===== config.mk =====
export PLATFORM = sky130hd
export DESIGN_NAME = ktw_queue
export DESIGN_NICKNAME = d
export VERILOG_FILES = /design/src/hdl/ktw_pkg.sv /design/src/hdl/ktw_queue.sv
export SDC_FILE = /design/constraint.sdc
export NUM_CORES = 1
export LEC_CHECK = 0
export ABC_AREA = 1
export BUFFER_PORTS_ARGS = -buffer_cell sky130_fd_sc_hd__clkbuf_2
export CORE_ASPECT_RATIO = 0.6
export CORE_UTILIZATION = 52
export DETAILED_ROUTE_END_ITERATION = 6
export PLACE_DENSITY = 0.79
export REMOVE_ABC_BUFFERS = 1
export SLEW_MARGIN = 20
export SYNTH_ARGS = -nofsm -noshare
export SYNTH_HDL_FRONTEND = slang
export SYNTH_SLANG_ARGS = --single-unit

===== constraint.sdc =====
create_clock -name clock -period 2.7 [get_ports clock]
set_input_delay 0.135 -clock clock [delete_from_list [all_inputs] [get_ports clock]]
set_output_delay 0.135 -clock clock [all_outputs]
set_load 0.01 [all_outputs]

===== src/hdl/ktw_pkg.sv =====
package ktw_pkg;

   localparam int GLYPH_DEPTH_DEF = 128;
   localparam int KERN_DEPTH_DEF  = 128;

   localparam logic [1:0] FUNC_GLYPH = 2'd0;
   localparam logic [1:0] FUNC_KERN  = 2'd1;
   localparam logic [1:0] FUNC_TEXT  = 2'd2;
   localparam logic [1:0] FUNC_SPARE = 2'd3;

   localparam logic [15:0] CODE_QMARK = 16'h003F;

   localparam logic signed [19:0] TOTAL_MAX = 20'sh7FFFF;
   localparam logic signed [19:0] TOTAL_MIN = -20'sh80000;

   localparam logic [1:0] REG_GLYPHS = 2'd0;
   localparam logic [1:0] REG_KERNS  = 2'd1;

   // work for the back end: glyph advance of a, then optional kern a,b
   typedef struct packed {
      logic [15:0] code_a;
      logic [15:0] code_b;
      logic        do_kern;
      logic        emit;
      logic        has_a;
   } job_type;

   typedef enum logic [2:0] {
      ST_IDLE, ST_GSRCH, ST_GREAD, ST_KSRCH, ST_KREAD, ST_OUT
   } state_type;

   // decoder steps for one text byte
   typedef enum logic [1:0] {
      PH_BREAK, PH_DECODE, PH_FLUSH, PH_FINISH
   } phase_type;

endpackage


===== src/hdl/ktw_queue.sv =====
// Two-entry job FIFO between decoder and lookup engine.
module ktw_queue (
   input  logic             clock,
   input  logic             reset,
   input  logic             wr_valid,
   output logic             wr_ready,
   input  ktw_pkg::job_type wr_data,
   output logic             rd_valid,
   input  logic             rd_ready,
   output ktw_pkg::job_type rd_data
);
   ktw_pkg::job_type mem_ff [2];
   logic wp_ff, rp_ff;
   logic [1:0] cnt_ff;
   logic wr, rd;

   assign wr_ready = (cnt_ff != 2'd2);
   assign rd_valid = (cnt_ff != 2'd0);
   assign rd_data  = mem_ff[rp_ff];
   assign wr = wr_valid && wr_ready;
   assign rd = rd_valid && rd_ready;

   always_ff @(posedge clock) begin
      if (reset) begin
         wp_ff <= 1'b0; rp_ff <= 1'b0; cnt_ff <= '0;
      end else begin
         if (wr) wp_ff <= !wp_ff;
         if (rd) rp_ff <= !rp_ff;
         cnt_ff <= cnt_ff + {1'b0, wr} - {1'b0, rd};
      end
      if (wr) mem_ff[wp_ff] <= wr_data;
   end
endmodule


; ---- Word-level counts from Yosys, hierarchy flattened
; Memory sizes are Yosys's and may differ from the RTL's. A register that Yosys moved wholly into a read port is not among the register bits.
; Index checks and enable logic that the tools add are counted.
[word_totals]
input_bits = 39
ram_bits = 70
register_bits = 4
output_inout_bits = 37
word_cells = 16
mem_count = 1
[mem_list]
columns = memory, words, word_bits, rd, rd_clocked_by_memory_dff, wr, line_no
row1 = mem_ff, 2, 35, 1, 1, 1, ktw_queue.sv:12  ; ktw_pkg::job_type mem_ff [2];
[op_classes]
n_eq_ne = 1
muxes = 4
n_addsub = 2
reduce_logical = 5
[op_table]
columns = op, count
row1 = 2-to-1 mux 1 bit, 4
row2 = adder 2 x 1 -> 2 bit, 1
row3 = logical AND 1 bit, 2
row4 = logical NOT 1 bit, 2
row5 = "inequality test 2 bit, second input constant", 1
row6 = nonzero test 2 bit, 1
row7 = subtractor 2 x 1 -> 2 bit, 1

; ---- Logic depth before layout (Yosys ltp)
[depth]
ltp_word = 4
mapped_depth = 11

; ---- Worst setup path before layout
; OpenSTA, ideal clock, no wires.
[synth_path]
path_type = flip-flop to flip-flop
start = register cnt_ff[0]
end = memory mem_ff[1][0] (netlist bit), enable pin
path_slack_ns = 0.185
arrival_time_ns = 2.086
path_stages_with_launch = 5
synth_period_minus_slack_ns = 2.515
setup_time_ns = 0.429
path_cell_list = dfxtp_1 -> inv_1 -> nand2_2 -> nand2_2 -> nor2_1
[synth_between]
elab_chain_cells = 4
[synth_lines]
columns = item, line_no
row1 = from (decl), ktw_queue.sv:14  ; logic [1:0] cnt_ff;
row2 = from (signal assigned), ktw_queue.sv:29  ; cnt_ff <= cnt_ff + {1'b0, wr} - {1'b0, rd};
row3 = inequality test 2 bit, ktw_queue.sv:17  ; assign wr_ready = (cnt_ff != 2'd2);
row4 = via wr_ready, ktw_queue.sv:6  ; output logic wr_ready,
row5 = logical AND 1 bit, ktw_queue.sv:20  ; assign wr = wr_valid && wr_ready;
row6 = 2-to-1 mux 1 bit, ktw_queue.sv:31  ; if (wr) mem_ff[wp_ff] <= wr_data;
row7 = 2-to-1 mux 1 bit (not written as such), ktw_queue.sv:31
row8 = to (decl), ktw_queue.sv:12
; The timed path passes the listed nets, and every way through them passes these cells.

; ---- Worst setup path after layout
[layout_path]
start = register cnt_ff[0]
end = memory mem_ff[1][14] (netlist bit), enable pin
[layout_between]
elab_chain_cells = 4
[layout_lines]
columns = item, line_no
row1 = inequality test 2 bit, ktw_queue.sv:17
row2 = logical AND 1 bit, ktw_queue.sv:20
row3 = 2-to-1 mux 1 bit, ktw_queue.sv:31
row4 = 2-to-1 mux 1 bit (not written as such), ktw_queue.sv:31
; Every way passes these cells.

==> reports/results.ini <==
[status]
outcome = completed

[layout]
drive_gt1_share_pct = 49.5
final_cells = 339
fill_cells = 303
area_growth_pct = 32.8
fin_nets = 308
antenna_cells = 0

[synthesis]
syn_inst = 145
synth_edf_count = 70
yosysTopAreaCell = edfxtp_1
syn_area_mm2 = 0.00292
synth_top_family_by_area = multiplexers
synth_top_cells_by_area = edfxtp_1 72%, mux2_4 15%, dfxtp_1 3.4%, buf_12 2.1%, mux2_2 1.9%
yosysTopAreaCellShare_pct = 71.9
async_flop_share_pct = 0
synth_xor_area_share_pct = 0.300
synthAdderAreaFrac_pct = 0.428
yosysWarningCount = 0
syn_avg_cell_area_um2 = 20.2
synth_simple_gate_area_share_pct = 2.78
muxShareOfSynthArea_pct = 17.3
synth_compound_area_share_pct = 0.342
synth_top_flop_cell = edfxtp_1
synth_most_common_cell = edfxtp_1
synth_common_cells = 70 x edfxtp_1, 30 x mux2_4, 8 x inv_1, 8 x nor2_1, 6 x nand2_1
ys_ff_latch = 75
synthDistinctLibCells = 16
seq_area_frac_synth_pct = 75.3

[worst_setup_path]
rr_endpoint = mem_ff[1][14]$_DFFE_PP_
critPathArrivalTime_ns = 1.74
path_max_fanout = 21
critPathCaptureType = register
r2r_setup_slack_ns = 1.0
crit_type = register to register
crit_start = cnt_ff[0]$_SDFF_PP0_
slowest_delay_ns = 0.49
start_kind = register
path_cells = inv_1 -> nand2_2 -> nand2_2 -> nor2_4 -> buf_4
crit_slowest_cell = nor2_4
crit_path_end = mem_ff[1][14]$_DFFE_PP_
reg2reg_depth = 5
timing.rr.start = cnt_ff[0]$_SDFF_PP0_
crit_top_cell = nand2_2
crit_required_ns = 2.74

[clocking]
clk_pin_slew_worst_paths_ns = 0.07
clock_path_buffers = 2
numCtsBuffers = 9
htreeDepth = 3
insertion_delay_ns = 0.33
ctsRootBufferMaster = clkbuf_8
cts_tree = yes
cts.sinks = 75

[power_and_ir_drop]
ir_drop_mv = 0.453
leakage_nw = 1.59
intPower_mw = 2.28
p_clk_share_pct = 21.6
p_comb_share_pct = 30.3
pwr_density_cell_mw_per_mm2 = 820
switchingPower_mw = 0.907
switching_share_pct = 28.5
p_seq_share_pct = 48.1

[floorplan]
core_area_mm2 = 0.00523
num_rows = 20
start_util_pct = 55.9
ioPinCount = 76
dieArea_mm2 = 0.00593
die_w_um = 98.8
die_y_um = 60.1

[hold_path]
hp-class = input pin to register

[drt]
drt_iter0_markers = 56
drtPass1Iterations = 4
ant_nets = 0
drc_errors = 0
vias = 1598
vias_per_cell = 4.71
routedWlPerCell_um = 14.6
wl_um = 4940

[grt]
grt_pass1_vias = 1563
grt.total_usage_pct = 18.6
grt_max_degree = 36
grt_pass1_wl_um = 7690
grt.overflow.total = 0
antenna_found_initial = 0

[run]
drv_cap = 0

[placement]
dp_slack_ns = 0.994
dp.cells = 287
gp_congestion = 0.746
portBuffers = 75
dp_hpwl_um = 3130

[timing]
setup_viol = 0
post-route-period-util_pct = 63.1
layout_min_cycle_time_ns = 1.70
whs_ns = 0.195
tns_ns = 0
fin_ws_ns = 0.997
slew_headroom_pct = 60.2
worstMarginPinSlew_ns = 0.595
hold_viol_final = 0
rsz0062_at_grt = false
timing.fmax_ghz = 0.587
finalClockSkew_ns = 0.00431
drv_slew = 0

worst min-delay path by stage:
stage / start / endpoint / slack [ns] / depth (start not counted)
3_3_place_gp: wr_data[22] / mem_ff[1][22]$_DFFE_PP_ / 0.33 / 1
2_1_floorplan: reset / cnt_ff[0]$_SDFF_PP0_ / 0.21 / 1
5_1_grt: wr_valid / wp_ff$_SDFFE_PP0P_ / 0.21 / 3
6_report: wr_valid / wp_ff$_SDFFE_PP0P_ / 0.20 / 3
4_1_cts: wr_valid / wp_ff$_SDFFE_PP0P_ / 0.14 / 3
3_5_place_dp: wr_data[3] / mem_ff[0][3]$_DFFE_PP_ / 0.33 / 1
cells in the final DEF (no fill, tap or decap), drive strengths merged:
cell          n
clkinv        6
nor3          1
inv           8
edfxtp       70
buf           5
ha            1
nand2         8
xnor2         1
nor2          9
a21oi         2
nand3         1
mux2         35
dfxtp         5
clkbuf       84
clkinvlp      1
dlygate4sd3  36
worst max-delay path, delay by kind of cell (launching register included):
| kind | cells | cell delay, ns |
|---|---|---|
| AND/OR/NAND/NOR | 3 | 0.70 |
| buffers and inverters | 2 | 0.36 |
| flip-flops | 1 | 0.35 |
metrics by stage:
| stage | instance area (um^2) | utilization (%) | total power, mW |
|---|---|---|---|
| 2_1_floorplan | 2850 | - | 2.17 |
| 3_3_place_gp | 3360 | 64.3 | 2.47 |
| 3_5_place_dp | 3360 | 64.3 | 2.49 |
| 4_1_cts | 3880 | 74.2 | 3.22 |
| 5_1_grt | 3880 | 74.2 | 3.35 |
| 6_report | 3880 | 74.2 | 3.18 |
cell families after synthesis:
group,after synthesis
multiplexers,35
AND/OR/NAND/NOR,19
AO/OA/AOI/OAI,2
adder cells (fa/ha/maj),1
flip-flops,75
XOR/XNOR,1
buffers and inverters,12
repair_timing:
item | CTS | global route
endpoints found under the hold margin | 71 | 0
setup buffers | 0 | 0
resized for setup | 0 | 0
hold buffers | 36 | 0
cell type report:
type	instances	area, um^2	share of cell area [%]
inverter	8	30.0	0.773
sequential	75	2200	56.8
multi-input combinational	58	634	16.3
timing repair buffer	116	773	19.9
clock buffer	9	124	3.19
tap	66	82.6	2.13
clock inverter	7	35.0	0.902
registers in the layout, indices dropped and copies added, names as in the netlist, named ones only:
register / cells
mem_ff: 70
wp_ff: 1
rp_ff: 1
cnt_ff: 2
routing by layer:
metal / vias to the layer above / part of all wire (%) / track usage, %
li1: 793 / - / -
met1: 747 / 44 / 21.5
met2: 55 / 48 / 31.9
met3: 3 / 7.1 / 9.36
met4: 0 / 0.30 / 3.84
met5: - / 0 / 0
power groups by stage:
stage          combinational [mW]  sequential [mW]  clock, mW
4_1_cts                     0.974             1.53      0.714
6_report                    0.966             1.53      0.687
2_1_floorplan               0.561             1.61          0
5_1_grt                      1.04             1.55      0.762
3_3_place_gp                0.916             1.55          0
3_5_place_dp                0.928             1.56          0
Note: power is estimated with default switching activity, not from simulation.
