<file path="src/hdl/ktw_pkg.sv">
package ktw_pkg;

   localparam int GLYPH_DEPTH_DEF = 128;
   localparam int KERN_DEPTH_DEF  = 128;

   localparam logic [1:0] FUNC_GLYPH = 2'd0;
   localparam logic [1:0] FUNC_KERN  = 2'd1;
   localparam logic [1:0] FUNC_TEXT  = 2'd2;
   localparam logic [1:0] FUNC_SPARE = 2'd3;

   localparam logic [15:0] CODE_QMARK = 16'h003F;

   localparam logic signed [19:0] TOTAL_MAX = 20'sh7FFFF;
   localparam logic signed [19:0] TOTAL_MIN = -20'sh80000;

   localparam logic [1:0] REG_GLYPHS = 2'd0;
   localparam logic [1:0] REG_KERNS  = 2'd1;

   // work for the back end: glyph advance of a, then optional kern a,b
   typedef struct packed {
      logic [15:0] code_a;
      logic [15:0] code_b;
      logic        do_kern;
      logic        emit;
      logic        has_a;
   } job_type;

   typedef enum logic [2:0] {
      ST_IDLE, ST_GSRCH, ST_GREAD, ST_KSRCH, ST_KREAD, ST_OUT
   } state_type;

   // decoder steps for one text byte
   typedef enum logic [1:0] {
      PH_BREAK, PH_DECODE, PH_FLUSH, PH_FINISH
   } phase_type;

endpackage

</file>
<file path="src/hdl/ktw_front.sv">
// Decodes UTF-8 and turns each text byte into at most two back-end jobs, the last byte into at most three.
module ktw_front (
   input  logic              clock,
   input  logic              reset,
   input  logic              in_valid,
   output logic              in_ready,
   input  logic [7:0]        in_byte,
   input  logic              in_last,
   output logic              job_valid,
   input  logic              job_ready,
   output ktw_pkg::job_type  job
);
   logic [15:0] part_ff, part_in;
   logic [1:0]  left_ff, left_in;
   logic [15:0] pend_ff, pend_in;
   logic        pv_ff, pv_in, ended_ff, ended_in;
   logic        busy_ff, busy_in;
   logic [7:0]  byte_ff, byte_in;
   logic        last_ff, last_in;
   ktw_pkg::phase_type phase_ff, phase_in;
   logic        jv_ff, jv_in;
   ktw_pkg::job_type job_ff, job_in;

   assign in_ready  = !busy_ff;
   assign job_valid = jv_ff;
   assign job       = job_ff;

   // break: '?' for a broken sequence; decode: the byte itself; flush/finish: end of text
   always_comb begin
      logic        have;
      logic [15:0] code;
      logic        cont;
      part_in = part_ff; left_in = left_ff; pend_in = pend_ff; pv_in = pv_ff;
      ended_in = ended_ff; busy_in = busy_ff; byte_in = byte_ff; last_in = last_ff;
      phase_in = phase_ff; jv_in = jv_ff; job_in = job_ff;
      have = 1'b0; code = 16'd0;
      cont = (byte_ff[7:6] == 2'b10);
      if (jv_ff && job_ready) jv_in = 1'b0;
      if (in_valid && !busy_ff) begin
         busy_in = 1'b1; byte_in = in_byte; last_in = in_last;
         phase_in = ktw_pkg::PH_BREAK;
      end else if (busy_ff && !(jv_ff && !job_ready)) begin
         job_in = '0;
         unique case (phase_ff)
            ktw_pkg::PH_BREAK: begin
               phase_in = ktw_pkg::PH_DECODE;
               if (left_ff != 2'd0 && !cont) begin
                  left_in = 2'd0; part_in = 16'd0;
                  have = 1'b1; code = ktw_pkg::CODE_QMARK;
               end
            end
            ktw_pkg::PH_DECODE: begin
               phase_in = ktw_pkg::PH_FLUSH;
               if (left_ff != 2'd0) begin
                  part_in = {part_ff[9:0], byte_ff[5:0]};
                  left_in = left_ff - 2'd1;
                  if (left_ff == 2'd1) begin
                     have = 1'b1; code = {part_ff[9:0], byte_ff[5:0]};
                  end
               end else if (!byte_ff[7]) begin
                  have = 1'b1; code = {8'd0, byte_ff};
               end else if (byte_ff[7:5] == 3'b110) begin
                  part_in = {11'd0, byte_ff[4:0]}; left_in = 2'd1;
               end else if (byte_ff[7:4] == 4'b1110) begin
                  part_in = {12'd0, byte_ff[3:0]}; left_in = 2'd2;
               end else begin
                  have = 1'b1; code = ktw_pkg::CODE_QMARK;
               end
               if (!last_ff) begin
                  busy_in = 1'b0; phase_in = ktw_pkg::PH_BREAK;
               end
            end
            default: begin
               if (left_ff != 2'd0) begin
                  left_in = 2'd0; part_in = 16'd0;
                  have = 1'b1; code = ktw_pkg::CODE_QMARK;
                  phase_in = ktw_pkg::PH_FINISH;
               end else begin
                  job_in.emit = 1'b1;
                  job_in.has_a = pv_ff && !ended_ff;
                  job_in.code_a = pend_ff;
                  jv_in = 1'b1;
                  part_in = 16'd0; left_in = 2'd0; pend_in = 16'd0;
                  pv_in = 1'b0; ended_in = 1'b0; busy_in = 1'b0;
                  phase_in = ktw_pkg::PH_BREAK;
               end
            end
         endcase
         if (have && !ended_ff) begin
            if (code == 16'd0) begin
               if (pv_ff) begin
                  job_in.has_a = 1'b1; job_in.code_a = pend_ff; jv_in = 1'b1;
               end
               pv_in = 1'b0; ended_in = 1'b1;
            end else begin
               if (pv_ff) begin
                  job_in.has_a = 1'b1; job_in.do_kern = 1'b1;
                  job_in.code_a = pend_ff; job_in.code_b = code; jv_in = 1'b1;
               end
               pend_in = code; pv_in = 1'b1;
            end
         end
      end
   end

   always_ff @(posedge clock) begin
      if (reset) begin
         part_ff <= '0; left_ff <= '0; pend_ff <= '0; pv_ff <= 1'b0;
         ended_ff <= 1'b0; busy_ff <= 1'b0; phase_ff <= ktw_pkg::PH_BREAK; jv_ff <= 1'b0;
      end else begin
         part_ff <= part_in; left_ff <= left_in; pend_ff <= pend_in; pv_ff <= pv_in;
         ended_ff <= ended_in; busy_ff <= busy_in; phase_ff <= phase_in; jv_ff <= jv_in;
      end
      byte_ff <= byte_in; last_ff <= last_in; job_ff <= job_in;
   end
endmodule

</file>
<file path="config.mk">
export PLATFORM = sky130hd
export DESIGN_NAME = ktw_front
export DESIGN_NICKNAME = d
export VERILOG_FILES = /design/src/hdl/ktw_pkg.sv /design/src/hdl/ktw_front.sv
export SDC_FILE = /design/constraint.sdc
export NUM_CORES = 1
export LEC_CHECK = 0
export ABC_AREA = 1
export BUFFER_PORTS_ARGS = -buffer_cell sky130_fd_sc_hd__buf_2
export CAP_MARGIN = 20
export CORE_MARGIN = 2
export CORE_UTILIZATION = 34
export DETAILED_ROUTE_END_ITERATION = 10
export GPL_ROUTABILITY_DRIVEN = 0
export PLACE_DENSITY_LB_ADDON = 0.08
export SETUP_SLACK_MARGIN = 0.02
export SLEW_MARGIN = 5
export SYNTH_ARGS = -nofsm -noshare
export SYNTH_HDL_FRONTEND = slang
export SYNTH_SLANG_ARGS = --single-unit
</file>
<file path="constraint.sdc">
create_clock -name clock -period 8.1 [get_ports clock]
set_clock_uncertainty 0.15 [all_clocks]
set_input_delay 1.62 -clock clock [delete_from_list [all_inputs] [get_ports clock]]
set_output_delay 1.62 -clock clock [all_outputs]
set_load 0.05 [all_outputs]
</file>
### Word-level counts from Yosys, hierarchy flattened

Cells that the tools add are included.

| word-level totals | value |
|---|---|
| logic and storage cells | 125 |
| register bits | 78 |
| input port bits | 13 |

| cells by class | value |
|---|---|
| equality and inequality tests | 13 |
| bitwise operators | 3 |
| mux-type cells | 69 |
| reductions and logical operators | 24 |
| add/sub/neg operators | 1 |

Operators by type and width:

| cell | count |
|---|---|
| 16-bit two-way mux | 12 |
| 33-bit two-way mux | 2 |
| 10-bit two-way mux | 5 |
| 16-bit case mux with 2 select lines | 1 |
| 1-bit two-way mux | 30 |
| 6-bit two-way mux | 4 |
| 10-bit case mux with 2 select lines | 1 |
| 17-bit two-way mux | 1 |
| 16-bit logical NOT | 1 |
| 2-bit two-way mux | 8 |
| 2-bit case mux with 2 select lines | 2 |
| 4-bit AND reduction | 2 |
| 1-bit logical AND | 7 |
| 7-bit two-way mux | 1 |
| 3-bit != test, second input constant | 2 |
| 2-bit OR reduction | 3 |
| 1-bit logical NOT | 5 |
| 5-bit AND reduction | 1 |
| 2-bit by 1-bit equality test with 1-bit output, second input constant | 2 |
| 4-bit equality test, second input constant | 1 |
| 2-bit by 1-bit != test with 1-bit output, second input constant | 2 |
| 2-bit != test, second input constant | 2 |
| 4-bit != test, second input constant | 1 |
| 1-bit case mux with 2 select lines | 2 |
| other kinds (9) | 12 |

### Longest topological paths before layout

| depth | value |
|---|---|
| depth in word-level cells | 12 |
| gate-level depth with buffers | 14 |

### Worst setup path before layout

Ideal clock, no wire load.

| timing path | value |
|---|---|
| kind | input port to flip-flop |
| start point | in job_ready |
| end point | reg job_ff (netlist bit job[0]), enable pin |
| path slack | 4297 ps |
| setup time | 413 ps |
| data required time | 7537 ps |
| stages | 4 |
| data arrival time | 3240 ps |
| cell sequence | nor2_1 nor2_1 clkbuf_1 buf_1 |

| between the ends | value |
|---|---|
| longest elaborated chain between the ends | 5 |

Ends and longest elaborated chain:

| what | RTL line | text |
|---|---|---|
| from (decl) | ktw_front.sv:10 | `input logic job_ready,` |
| 1-bit logical NOT | ktw_front.sv:42 | `end else if (busy_ff && !(jv_ff && !job_ready)) begin` |
| 1-bit logical AND | ktw_front.sv:42 |  |
| 1-bit logical NOT | ktw_front.sv:42 |  |
| 1-bit logical AND | ktw_front.sv:42 |  |
| 2-bit AND reduction (no source line) | - |  |
| to (signal assigned) | ktw_front.sv:114 | `byte_ff <= byte_in; last_ff <= last_in; job_ff <= job_in;` |
| to (decl) | ktw_front.sv:22 | `ktw_pkg::job_type job_ff, job_in;` |

No other way between the ends.
A chain may end at the register's enable or synchronous reset.

### Worst setup path after layout

| timing path | value |
|---|---|
| start point | in job_ready |
| end point | reg ended_ff |

| between the ends | value |
|---|---|
| longest elaborated chain between the ends | 5 |

Ends and longest elaborated chain:

| what | RTL line | text |
|---|---|---|
| 1-bit logical NOT | ktw_front.sv:42 |  |
| 1-bit logical AND | ktw_front.sv:42 |  |
| 1-bit logical NOT | ktw_front.sv:42 |  |
| 1-bit logical AND | ktw_front.sv:42 |  |
| 2-bit AND reduction (no source line) | - |  |
| to (signal assigned) | ktw_front.sv:112 | `ended_ff <= ended_in; busy_ff <= busy_in; phase_ff <= phase_in; jv_ff <= jv_in;` |
| to (decl) | ktw_front.sv:16 | `logic pv_ff, pv_in, ended_ff, ended_in;` |

No other way between the ends.

==> reports/qor.yml <==
clock_tree:
  clockBufferDepth: 2
  clockRootBuffer: "clkbuf_8"
  ctsHoldBuffers: 0
  clock_latency_ps: 350
  post_cts_buffers: 0
  clk_pin_slew_worst_paths_ps: 80
  tritoncts: "built"
  cts_buffers: 9
  h-tree-depth: 3
  ctsResizeCount: 0
  numClockSinks: 78
min_path:
  worst_hold_path.num_cells: 2
  hp-class: "flip-flop to flip-flop"
  min_from: "pend_ff[4]$_SDFFE_PP0P_"
  holdPathEnd: "pend_ff[4]$_SDFFE_PP0P_"
global_routing:
  grt_max_degree: 73
  grtUsageTotal: 0.146
  grt_pass1_vias: 2580
  grt_pass1_wl_um: 12800
  overflow: 0
  antenna_found_initial: 0
timing:
  slew_headroom: 0.492
  hold_violations: 0
  rsz0062_at_grt: "no"
  max_freq_mhz: 343
  worstMarginPinSlew_ps: 762
  setup_viol: 0
  period_needed_ps: 2910
  tns_ps: 0
  fin_hold_ws_ps: 347
  post-route-worst-setup-slack_ps: 5190
  timing.final.crit_share: 0.360
  slew_viol_final: 0
power:
  vdd_ir_drop_max_uv: 93.5
  p_total_mw: 0.935
  leakage_nw: 1.67
  power_density_nw_per_um2: 229
critical_path:
  reg2reg_from: "phase_ff[0]$_SDFFE_PP0P_"
  start_kind: "primary input"
  path_class: "primary input to flip-flop"
  slowest_delay_ps: 600
  crit_arrival_ps: 2990
  critPathRequiredTime_ps: 8180
  r2r_cells: 12
  crit_fanout: 72
  end_kind: "flip-flop"
  cp_slowest_cell: "buf_4"
  reg2reg_to: "job[6]$_SDFFCE_PP0P_"
  rrSetupSlack_ps: 5550
  cp_cell_sequence: "buf_2 -> nor2_1 -> nor2_4 -> buf_4 -> inv_1 -> o21ai_0 -> a21oi_1"
layout:
  num_antenna_cells: 0
  final_cells: 589
  final_core_util: 0.400
  final_common_cell: "nor2_1"
  design_area_um2: 4080
  drive_above_1_share: 0.192
  nets: 461
  final_cell_mix: "nor2_1, nand2_1, inv_1, buf_2, edfxtp_1"
  syn_to_final_growth_pct: 16.2
placement:
  dpl.hpwl_um: 5290
  placed_cell_area_um2: 3860
  placed_cells: 573
  port-buffer-count: 49
  post-place-ws_ps: 4830
logic_synthesis:
  yosysTopAreaCell: "edfxtp_1"
  syn_area_per_cell_um2: 8.70
  ys_seq_elements: 78
  syn_nets: 416
  ys_warn_count: 0
  syn_inst: 403
  synth-seq-area-share: 0.571
  synth_cell_type_count: 31
  yosys-top-cells-area: "edfxtp_1, dfxtp_1, nor2_1"
  synth_top_area_share: 0.377
  ys.flop_type: "edfxtp_1"
  synth_edf_count: 44
  syn_area_um2: 3510
  synth-async-reset-ratio: 0
routing:
  drt_pass1_iterations: 4
  ant_nets: 0
  wl_um: 7730
  vias: 2719
  wl_per_cell_um: 13.1
  avgViaCountPerCell: 4.62
  initialDrtViolationCount: 121
  drc: 0
die:
  die-area_um2: 11100
  io_pins: 50
  initial_core_util: 0.344
  die_w_um: 106
  die_h_um: 106
  placeableCoreArea_um2: 10200
  rows: 37
run:
  drv_cap: 0
outcome:
  run_status: "completed"
-- power by group --
part	internal (mW)	leakage [nW]	switching, mW
registers	0.444	0.706	0.0130
logic	0.0381	0.858	0.119
clock network	0.174	0.110	0.147
-- synth_stat cells, types with 2 or more instances --
library cell	n
nor2_4	4
a21oi_1	21
nand3_1	36
nand2_1	57
o21ai_1	2
inv_2	5
buf_1	4
o211ai_1	4
buf_2	4
edfxtp_1	44
nand2_2	2
nor2_1	73
nor2_2	3
clkbuf_1	6
dfxtp_1	34
inv_1	50
a31oi_1	6
nand3_2	2
o21ai_0	32
nand3_4	2
o31ai_1	2
-- worst max-delay path: cells and delay by family --
family,cells,cell delay [ps]
compound gates,2,280
buf+inv,3,890
simple gates,2,150
-- kinds of logic after synthesis --
group                  Yosys count  share of synthesized area
AOI/OAI and AO/OA               71                      0.112
buffers and inverters           72                     0.0824
DFF                             78                      0.571
and+or+nand+nor                182                      0.234
-- how the worst max path moves through the flow --
stage / from / endpoint / slack (ps) / cells past startpoint
after global placement: job_ready / ended_ff$_SDFFE_PP0P_ / 4860 / 7
after detailed placement: job_ready / ended_ff$_SDFFE_PP0P_ / 4830 / 7
after global routing: job_ready / ended_ff$_SDFFE_PP0P_ / 5050 / 7
after floorplan: job_ready / job[0]$_DFFE_PP_ / 4300 / 4
after CTS: job_ready / ended_ff$_SDFFE_PP0P_ / 5200 / 7
final: job_ready / ended_ff$_SDFFE_PP0P_ / 5190 / 7
-- layout make-up --
| cell class | instances | area (um^2) |
|---|---|---|
| flip-flops and latches | 78 | 2000 |
| multi-input cells | 253 | 1220 |
| fillers | 1086 | 6110 |
| well taps | 136 | 170 |
| clock buffers | 10 | 128 |
| inverters | 56 | 213 |
| repair buffers | 50 | 253 |
| clock inverters | 6 | 87.6 |
-- registers in the layout, summed over array words and instances (netlist names) --
| signal | flops |
|---|---|
| byte_ff | 8 |
| ended_ff | 1 |
| pend_ff | 16 |
| job_valid | 1 |
| busy_ff | 1 |
| job | 35 |
| phase_ff | 2 |
| left_ff | 2 |
| last_ff | 1 |
| pv_ff | 1 |
| part_ff | 10 |
-- routing by layer --
metal	wire, um	GRT usage	part of all wire	vias to the layer above
li1	-	-	-	1415
met1	3800	0.201	0.49	1243
met2	3530	0.228	0.46	52
met3	275	0.0247	0.036	9
met4	124	0.0592	0.016	0
met5	0	0	0	-
(Power assumes the default switching activity.)
